--- config.mk ---
export PLATFORM = sky130hd
export DESIGN_NAME = scanline_sprite_unit
export DESIGN_NICKNAME = d
export VERILOG_FILES = /design/src/rtl/ssu_pkg.sv /design/src/rtl/scanline_sprite_unit.sv /design/src/rtl/ssu_window_cmp.sv
export VERILOG_INCLUDE_DIRS = /design/src /design/src/rtl
export SDC_FILE = /design/constraint.sdc
export NUM_CORES = 2
export LEC_CHECK = 0
export CORE_ASPECT_RATIO = 0.75
export CORE_MARGIN = 2
export CORE_UTILIZATION = 56
export DETAILED_ROUTE_END_ITERATION = 12
export DONT_BUFFER_PORTS = 1
export PLACE_DENSITY = 0.74
export SYNTH_ARGS = -nofsm -noshare
export SYNTH_HDL_FRONTEND = slang
export SYNTH_SLANG_ARGS = --single-unit
--- constraint.sdc ---
create_clock -name i_clk -period 5.9 [get_ports i_clk]
set_input_delay 0.295 -clock i_clk [delete_from_list [all_inputs] [get_ports i_clk]]
set_output_delay 0.295 -clock i_clk [all_outputs]
set_load 0.02 [all_outputs]
--- src/rtl/scanline_sprite_unit_defines.svh ---
// assertion helpers for the scanline sprite unit
`ifndef SCANLINE_SPRITE_UNIT_DEFINES_SVH
`define SCANLINE_SPRITE_UNIT_DEFINES_SVH

`ifndef ASSERT_OFF
`define SSU_ASSERT_ALWAYS(lbl, clk, rst_n, cond) \
    lbl: assert property (@(posedge clk) disable iff (!rst_n) (cond)) \
        else $error("sprite unit check failed");
`define SSU_ASSERT_IMPLIES(lbl, clk, rst_n, ante, cons) \
    lbl: assert property (@(posedge clk) disable iff (!rst_n) (ante) |-> (cons)) \
        else $error("sprite unit check failed");
`define SSU_ASSERT_NEXT(lbl, clk, rst_n, ante, cons) \
    lbl: assert property (@(posedge clk) disable iff (!rst_n) (ante) |=> (cons)) \
        else $error("sprite unit check failed");
`else
`define SSU_ASSERT_ALWAYS(lbl, clk, rst_n, cond)
`define SSU_ASSERT_IMPLIES(lbl, clk, rst_n, ante, cons)
`define SSU_ASSERT_NEXT(lbl, clk, rst_n, ante, cons)
`endif

`endif

--- src/rtl/ssu_pkg.sv ---
package ssu_pkg;

    localparam int SPRITE_COUNT_DEF = 64;
    localparam int LINE_SLOTS_DEF   = 8;
    localparam int LINE_TOTAL       = 262;

    // request kinds
    localparam logic [1:0] ACT_WRITE  = 2'd0;
    localparam logic [1:0] ACT_EVAL   = 2'd1;
    localparam logic [1:0] ACT_LOAD   = 2'd2;
    localparam logic [1:0] ACT_RENDER = 2'd3;

    // configuration register indexes
    localparam logic [1:0] CFG_TALL   = 2'd0;
    localparam logic [1:0] CFG_ENABLE = 2'd1;

    localparam int ATTR_FLIP_BIT   = 6;
    localparam int ATTR_BEHIND_BIT = 5;
    localparam logic [7:0] SPRITE_PIX_BASE = 8'h10;
    localparam logic [8:0] WIN_SHORT = 9'd8;
    localparam logic [8:0] WIN_TALL  = 9'd16;

    typedef struct packed {
        logic       covered;
        logic [2:0] col;
    } t_win_res;

endpackage

--- src/rtl/scanline_sprite_unit.sv ---
// Sprite unit for one scanline at a time. Every request yields one result. An attribute write
// or a pattern load goes from idle straight to the done state and the output register. A line
// evaluation walks the sprites through the single read port of the attribute memory: a sprite
// that misses the line or finds the list full is only compared, and a sprite placed in the
// line list also has its attribute and X bytes read. A pixel render checks one line slot a
// cycle in the shared window comparator. A result held back by the receiver adds its
// stall cycles before the next request can finish. The attribute memory has no reset; evaluate
// only after its sprites are written.
`include "scanline_sprite_unit_defines.svh"

module scanline_sprite_unit #(
    parameter int SPRITE_COUNT = ssu_pkg::SPRITE_COUNT_DEF,
    parameter int LINE_SLOTS   = ssu_pkg::LINE_SLOTS_DEF
) (
    input  logic        i_clk,
    input  logic        i_rst_n,
    // index, value, value_high, line, pixel_x, backdrop, zero pad
    input  logic [55:0] s_axis_tdata,
    // action
    input  logic [1:0]  s_axis_tuser,
    input  logic        s_axis_tvalid,
    output logic        s_axis_tready,
    // pixel_out, pixel_written, sprite_zero_hit, found_count, overflow, zero pad
    output logic [15:0] m_axis_tdata,
    output logic        m_axis_tvalid,
    input  logic        m_axis_tready,
    input  logic        i_cfg_valid,
    output logic        o_cfg_ready,
    input  logic [1:0]  i_cfg_index,
    input  logic        i_cfg_data
);

    localparam int SPR_W  = (SPRITE_COUNT > 1) ? $clog2(SPRITE_COUNT) : 1;
    localparam int SLOT_W = (LINE_SLOTS > 1) ? $clog2(LINE_SLOTS) : 1;
    localparam int CNT_W  = $clog2(LINE_SLOTS + 1);

    localparam logic [2:0] ST_IDLE    = 3'd0;
    localparam logic [2:0] ST_EV_CMP  = 3'd1;
    localparam logic [2:0] ST_EV_ATTR = 3'd2;
    localparam logic [2:0] ST_EV_X    = 3'd3;
    localparam logic [2:0] ST_PX      = 3'd4;
    localparam logic [2:0] ST_DONE    = 3'd5;

    logic [1:0] in_action;
    logic [7:0] in_index;
    logic [7:0] in_value;
    logic [7:0] in_value_high;
    logic [8:0] in_line;
    logic [7:0] in_pixel_x;
    logic [7:0] in_backdrop;

    assign in_action     = s_axis_tuser;
    assign in_index      = s_axis_tdata[7:0];
    assign in_value      = s_axis_tdata[15:8];
    assign in_value_high = s_axis_tdata[23:16];
    assign in_line       = s_axis_tdata[32:24];
    assign in_pixel_x    = s_axis_tdata[40:33];
    assign in_backdrop   = s_axis_tdata[48:41];

    logic [2:0]       r_state, n_state;
    logic             r_tall;
    logic             r_en;
    logic [8:0]       r_next, n_next;
    logic [7:0]       r_px, n_px;
    logic [7:0]       r_bg, n_bg;
    logic [SPR_W-1:0] r_spr, n_spr;
    logic [CNT_W-1:0] r_slot, n_slot;
    logic [CNT_W-1:0] r_count, n_count;
    logic             r_zero, n_zero;
    logic             r_ovf, n_ovf;
    logic [7:0]       r_pix, n_pix;
    logic             r_wr, n_wr;
    logic             r_hit, n_hit;
    logic             r_out_valid, n_out_valid;
    logic [15:0]      r_out_data, n_out_data;
    logic [7:0]       r_mem_q;

    logic [7:0] r_attr_mem [0:255];
    logic [7:0] r_attr  [0:LINE_SLOTS-1];
    logic [7:0] r_xpos  [0:LINE_SLOTS-1];
    logic [7:0] r_plo   [0:LINE_SLOTS-1];
    logic [7:0] r_phi   [0:LINE_SLOTS-1];

    logic             w_take;
    logic             w_mem_we;
    logic             w_plane_we;
    logic             w_attr_we;
    logic             w_x_we;
    logic [7:0]       w_rd_addr;
    logic [9:0]       w_line_inc;
    logic [8:0]       w_next_line;
    logic [SPR_W-1:0] w_spr_inc;
    logic             w_spr_last;
    logic [SLOT_W-1:0] w_slot_idx;
    logic [SLOT_W-1:0] w_fill_idx;
    logic [8:0]       w_op_a;
    logic [7:0]       w_op_b;
    logic             w_win_tall;
    ssu_pkg::t_win_res w_win;
    logic [7:0]       w_attr_cur;
    logic [2:0]       w_col;
    logic [2:0]       w_sh;
    logic [1:0]       w_color;
    logic [CNT_W+3:0] w_count_ext;
    logic [3:0]       w_found;

    assign s_axis_tready = (r_state == ST_IDLE);
    assign w_take        = s_axis_tvalid && s_axis_tready;
    assign m_axis_tvalid = r_out_valid;
    assign m_axis_tdata  = r_out_data;
    assign o_cfg_ready   = 1'b1;

    // next line is (line + 1) mod 262; line + 1 stays below twice the frame height
    assign w_line_inc  = {1'b0, in_line} + 10'd1;
    assign w_next_line = (w_line_inc >= 10'(ssu_pkg::LINE_TOTAL))
                       ? 9'(w_line_inc - 10'(ssu_pkg::LINE_TOTAL)) : w_line_inc[8:0];

    assign w_spr_inc  = r_spr + 1'b1;
    assign w_spr_last = (r_spr == SPR_W'(SPRITE_COUNT - 1));
    assign w_slot_idx = r_slot[SLOT_W-1:0];
    assign w_fill_idx = r_count[SLOT_W-1:0];

    // shared window comparator: sprite y against next line, or pixel x against slot x
    assign w_op_a     = (r_state == ST_PX) ? {1'b0, r_px} : r_next;
    assign w_op_b     = (r_state == ST_PX) ? r_xpos[w_slot_idx] : r_mem_q;
    assign w_win_tall = (r_state == ST_PX) ? 1'b0 : r_tall;

    ssu_window_cmp u_win (
        .i_op_a (w_op_a),
        .i_op_b (w_op_b),
        .i_tall (w_win_tall),
        .o_res  (w_win)
    );

    assign w_attr_cur = r_attr[w_slot_idx];
    assign w_col      = w_attr_cur[ssu_pkg::ATTR_FLIP_BIT] ? ~w_win.col : w_win.col;
    assign w_sh       = ~w_col;
    assign w_color    = {r_phi[w_slot_idx][w_sh], r_plo[w_slot_idx][w_sh]};

    assign w_count_ext = {4'b0000, r_count};
    assign w_found     = w_count_ext[3:0];

    assign w_mem_we   = w_take && (in_action == ssu_pkg::ACT_WRITE);
    assign w_plane_we = w_take && (in_action == ssu_pkg::ACT_LOAD)
                     && (in_index < 8'(LINE_SLOTS));

    always_comb begin
        n_state     = r_state;
        n_next      = r_next;
        n_px        = r_px;
        n_bg        = r_bg;
        n_spr       = r_spr;
        n_slot      = r_slot;
        n_count     = r_count;
        n_zero      = r_zero;
        n_ovf       = r_ovf;
        n_pix       = r_pix;
        n_wr        = r_wr;
        n_hit       = r_hit;
        n_out_valid = r_out_valid;
        n_out_data  = r_out_data;
        w_rd_addr   = 8'({r_spr, 2'b00});
        w_attr_we   = 1'b0;
        w_x_we      = 1'b0;

        if (r_out_valid && m_axis_tready) begin
            n_out_valid = 1'b0;
        end

        case (r_state)
            ST_IDLE: begin
                if (s_axis_tvalid) begin
                    n_pix   = 8'h00;
                    n_wr    = 1'b0;
                    n_hit   = 1'b0;
                    n_state = ST_DONE;
                    case (in_action)
                        ssu_pkg::ACT_EVAL: begin
                            n_next    = w_next_line;
                            n_count   = '0;
                            n_zero    = 1'b0;
                            n_ovf     = 1'b0;
                            n_spr     = '0;
                            w_rd_addr = 8'h00;
                            n_state   = ST_EV_CMP;
                        end
                        ssu_pkg::ACT_RENDER: begin
                            n_px    = in_pixel_x;
                            n_bg    = in_backdrop;
                            n_pix   = in_backdrop;
                            n_slot  = '0;
                            n_state = ST_PX;
                        end
                        default: begin
                            n_state = ST_DONE;
                        end
                    endcase
                end
            end
            ST_EV_CMP: begin
                if (w_win.covered && (r_count < CNT_W'(LINE_SLOTS))) begin
                    w_rd_addr = 8'({r_spr, 2'b10});
                    n_state   = ST_EV_ATTR;
                end else begin
                    if (w_win.covered) begin
                        n_ovf = 1'b1;
                    end
                    if (w_spr_last) begin
                        n_state = ST_DONE;
                    end else begin
                        n_spr     = w_spr_inc;
                        w_rd_addr = 8'({w_spr_inc, 2'b00});
                    end
                end
            end
            ST_EV_ATTR: begin
                w_attr_we = 1'b1;
                w_rd_addr = 8'({r_spr, 2'b11});
                n_state   = ST_EV_X;
            end
            ST_EV_X: begin
                w_x_we  = 1'b1;
                n_count = r_count + 1'b1;
                if (r_spr == '0) begin
                    n_zero = 1'b1;
                end
                if (w_spr_last) begin
                    n_state = ST_DONE;
                end else begin
                    n_spr     = w_spr_inc;
                    w_rd_addr = 8'({w_spr_inc, 2'b00});
                    n_state   = ST_EV_CMP;
                end
            end
            ST_PX: begin
                if (!r_en || (r_slot >= r_count)) begin
                    n_state = ST_DONE;
                end else if (w_win.covered && (w_color != 2'b00)) begin
                    // first opaque slot decides the pixel
                    if ((r_slot == '0) && r_zero && (r_bg != 8'h00)) begin
                        n_hit = 1'b1;
                    end
                    if (!w_attr_cur[ssu_pkg::ATTR_BEHIND_BIT] || (r_bg == 8'h00)) begin
                        n_pix = ssu_pkg::SPRITE_PIX_BASE | {4'b0000, w_attr_cur[1:0], w_color};
                        n_wr  = 1'b1;
                    end
                    n_state = ST_DONE;
                end else begin
                    n_slot = r_slot + 1'b1;
                end
            end
            ST_DONE: begin
                if (!r_out_valid || m_axis_tready) begin
                    n_out_valid = 1'b1;
                    n_out_data  = {1'b0, r_ovf, w_found, r_hit, r_wr, r_pix};
                    n_state     = ST_IDLE;
                end
            end
            default: begin
                n_state = ST_IDLE;
            end
        endcase
    end

    always_ff @(posedge i_clk) begin
        if (!i_rst_n) begin
            r_state     <= ST_IDLE;
            r_tall      <= 1'b0;
            r_en        <= 1'b0;
            r_count     <= '0;
            r_zero      <= 1'b0;
            r_ovf       <= 1'b0;
            r_out_valid <= 1'b0;
        end else begin
            r_state     <= n_state;
            r_count     <= n_count;
            r_zero      <= n_zero;
            r_ovf       <= n_ovf;
            r_out_valid <= n_out_valid;
            if (i_cfg_valid) begin
                case (i_cfg_index)
                    ssu_pkg::CFG_TALL:   r_tall <= i_cfg_data;
                    ssu_pkg::CFG_ENABLE: r_en   <= i_cfg_data;
                    default: ;
                endcase
            end
        end
    end

    always_ff @(posedge i_clk) begin
        r_next     <= n_next;
        r_px       <= n_px;
        r_bg       <= n_bg;
        r_spr      <= n_spr;
        r_slot     <= n_slot;
        r_pix      <= n_pix;
        r_wr       <= n_wr;
        r_hit      <= n_hit;
        r_out_data <= n_out_data;
        if (w_attr_we) begin
            r_attr[w_fill_idx] <= r_mem_q;
        end
        if (w_x_we) begin
            r_xpos[w_fill_idx] <= r_mem_q;
        end
    end

    // pattern planes read as zero until loaded
    always_ff @(posedge i_clk) begin
        if (!i_rst_n) begin
            for (int k = 0; k < LINE_SLOTS; k++) begin
                r_plo[k] <= 8'h00;
                r_phi[k] <= 8'h00;
            end
        end else if (w_plane_we) begin
            r_plo[in_index[SLOT_W-1:0]] <= in_value;
            r_phi[in_index[SLOT_W-1:0]] <= in_value_high;
        end
    end

    always_ff @(posedge i_clk) begin
        if (w_mem_we) begin
            r_attr_mem[in_index] <= in_value;
        end
        r_mem_q <= r_attr_mem[w_rd_addr];
    end

    `SSU_ASSERT_ALWAYS(a_count_bound, i_clk, i_rst_n, r_count <= CNT_W'(LINE_SLOTS))
    `SSU_ASSERT_IMPLIES(a_ovf_full, i_clk, i_rst_n, r_ovf, r_count == CNT_W'(LINE_SLOTS))
    `SSU_ASSERT_IMPLIES(a_zero_placed, i_clk, i_rst_n, r_zero, r_count != '0)
    `SSU_ASSERT_NEXT(a_busy_after_take, i_clk, i_rst_n, w_take, !s_axis_tready)

endmodule

--- src/rtl/ssu_window_cmp.sv ---
module ssu_window_cmp (
    input  logic [8:0]        i_op_a,
    input  logic [7:0]        i_op_b,
    input  logic              i_tall,
    output ssu_pkg::t_win_res o_res
);

    logic [9:0] w_diff;
    logic [8:0] w_limit;

    // a lies in [b, b + window) when a - b does not borrow and stays below the window
    assign w_diff  = {1'b0, i_op_a} - {2'b00, i_op_b};
    assign w_limit = i_tall ? ssu_pkg::WIN_TALL : ssu_pkg::WIN_SHORT;

    assign o_res.covered = !w_diff[9] && (w_diff[8:0] < w_limit);
    assign o_res.col     = w_diff[2:0];

endmodule

==> flow_summary.ini <==
[status]
status = complete, no violations

[global_route]
grt_pass1_wl_mm = 308.4
grt_pass1_vias = 46700
gr-total-overflow = 0
track_usage = 0.3046
grt_max_degree = 201
antenna_found_initial = 6

[sta]
setup_viol = 0
hold_slack_ns = 0.02505
hold_viol_final = 0
fin_skew_ns = 0.03265
report.final.slew_viol_count = 0
fin_crit_sh = 0.9800
tightest_slew_ns = 1.431
period_minus_slack_ns = 5.782
slew_headroom = 0.04507
fin_ws_ns = 0.1178
setup_tns_ns = 0
fmax_ghz = 0.1729

[clock_network]
cts_root_buf = clkbuf_16
cts_max_level = 4
cts_tree = built
path_clk_slew_ns = 0.07
insertion_delay_ns = 0.82
cts_buffer_depth = 3
cts_made_buffers = 167
cts.sinks = 1843

[logic_synthesis]
yosys.area.top_type = edfxtp_1
synth_top_family_by_area = simple AND/OR/NAND/NOR gates
synth_xor_xnor_area_share = 0.002552
synth_compound_area_frac = 0.06632
synth-simple-area-share = 0.1293
avgSynthCellArea_sq_um = 13.70
postSynthCellCount = 5512
yosysTopAreaCellShare = 0.7238
synthAdderAreaFrac = 0.003745
synth_edf_count = 1820
synth_flop_cell = edfxtp_1
ys_types = 84
synth_nets = 5600
synth_area_sq_mm = 0.07551
ys_seq_area_frac = 0.7299
synthMuxAreaShare = 0.04514
synthArstFlopShare = 0
synthTopCellsByArea = edfxtp_1, nand2_1, nand3_1
post-synth-top-count-cell = edfxtp_1
ys_ff_latch = 1843
synth_common_cells = edfxtp_1, nand2_1, nand3_1, nor2_1, clkbuf_1
synth_warnings = 0

[cells_and_area]
drive_above_1_share = 0.1180
fin_area_sq_mm = 0.08527
syn_to_final_growth_pct = 12.93
nets = 5754

[pwr]
peakVddDrop_v = 0.0004020
powerDensity_mw_per_mm2 = 462.0
power.static_leakage_nw = 28.51

[die]
row_count = 116
die_h_um = 322
die_w_um = 428
die_area_sq_mm = 0.1378
ios = 85
fp.coreArea_sq_mm = 0.1337
start_util = 0.5649

[detailed_routing]
drc = 0
drt_iter0_markers = 8527
antenna_left = 0
vias_per_cell = 6.440
vias = 48810
wl_per_cell_um = 27.76
firstDrtPassIters = 6
postRouteWirelength_mm = 210.4

[critical_path]
reg2reg_depth = 25
rrSetupSlack_ns = 0.12
timing.rr.end = r_mem_q[4]
setup.worst_path.end = r_mem_q[4]
worstPathRequired_ns = 6.62
end_kind = register
critPathLaunchType = register
cp.arrival_ns = 6.50
cp_slowest_cell = mux4_2
crit_type = reg2reg
path_max_fanout = 23
cp_slowest_stage_delay_ns = 0.54

[flow_run]
maxCapViolCount = 0

[placement]
place_ws_ns = -0.3735
dp_hpwl_mm = 124.7
dpl-instance-area_sq_mm = 0.07880
gp_congestion = 0.9548
io_buffers = 0

[worst_hold_path]
worstHoldPathType = in2reg
-- layout by cell type, fill, tap and decap left out, types with 78 or more instances in the layout --
cell	count
and2_1	140
a211oi_1	78
o21ai_0	90
clkbuf_16	175
a31oi_1	125
mux2i_1	173
buf_4	234
a21oi_1	146
nand3_1	420
nor2_1	292
o211ai_1	98
edfxtp_1	1820
nand2_1	1155
-- through the flow --
stage          power [mW]    util  instances
4_1_cts             38.75  0.6355       7556
2_1_floorplan       22.24       -       5512
6_report            39.39  0.6379       7579
3_3_place_gp        27.53  0.5895       7188
5_1_grt             40.57  0.6379       7577
3_5_place_dp        27.70  0.5895       7188
-- flip-flops by register name, indices dropped and copies added, names as in the netlist, 9 cells and up, named ones only --
| name | flops |
|---|---|
| m_axis_tdata | 15 |
| r_attr | 32 |
| r_attr_mem | 1536 |
| r_next | 9 |
| r_phi | 64 |
| r_plo | 64 |
| r_xpos | 64 |
-- cells by family (layout without fill, tap and decap cells) --
| group | after synthesis | count (layout) |
|---|---|---|
| buffers and inverters | 396 | 691 |
| DFF | 1843 | 1843 |
| other | 2 | 4 |
| muxes | 255 | 255 |
| xor gates and xnor gates | 22 | 22 |
| adders and majority gates | 22 | 22 |
| AOI/OAI and AO/OA | 750 | 750 |
| and+or+nand+nor | 2222 | 2222 |
-- worst min-delay path by stage --
stage	slack [ns]	endpoint	startpoint	depth (start not counted)
global placement	0.39	r_px[5]	s_axis_tdata[38]	0
finish	0.03	r_attr_mem[107][7]	s_axis_tdata[2]	3
CTS	0.006	r_state[0]	s_axis_tvalid	5
detailed placement	0.39	r_px[5]	s_axis_tdata[38]	0
floorplan	0.39	r_attr_mem[0][0]	s_axis_tdata[8]	0
global route	0.06	r_next[2]	s_axis_tdata[26]	2
-- worst max-delay path, delay by kind of cell (launching register included) --
kind,cells,cell delay [ns]
flip-flops,1,0.40
XOR/XNOR,1,0.16
AO/OA/AOI/OAI,9,2.20
AND/OR/NAND/NOR,3,0.24
adder cells (fa/ha/maj),2,0.63
buffers and inverters,8,1.19
multiplexers,2,0.80
-- per-layer routing --
metal | global-route usage | vias to the layer above | share of wire
li1 | - | 20950 | -
met1 | 0.4394 | 23950 | 0.39
met2 | 0.4434 | 3398 | 0.44
met3 | 0.07535 | 514 | 0.13
met4 | 0.1324 | 0 | 0.044
met5 | 0 | - | 0
-- area by class of cell --
cell class	instances	area (sq um)
diodes	2	5.005
clock buffers	210	4489
clock inverters	100	929.6
fillers	9390	48400
inverters	42	160.2
multi-input cells	3273	18950
flip-flops and latches	1843	55120
well taps	1770	2215
repair buffers	339	3406
-- where the power goes --
part           switching (mW)  internal (mW)
registers               0.237           14.7
logic                    8.84           4.73
clock network            4.83           6.07
total                    13.9           25.5
-- what timing repair did --
item / in CTS / in global routing
pin swaps: 1 / 11
endpoints found under the hold margin: 1821 / 2
hold buffers: 57 / 1
buffers inserted: 1 / 19
setup endpoints to repair: 7 / 8
resized for setup: 4 / 36
cloned: 0 / 1
(Power assumes the default switching activity.)
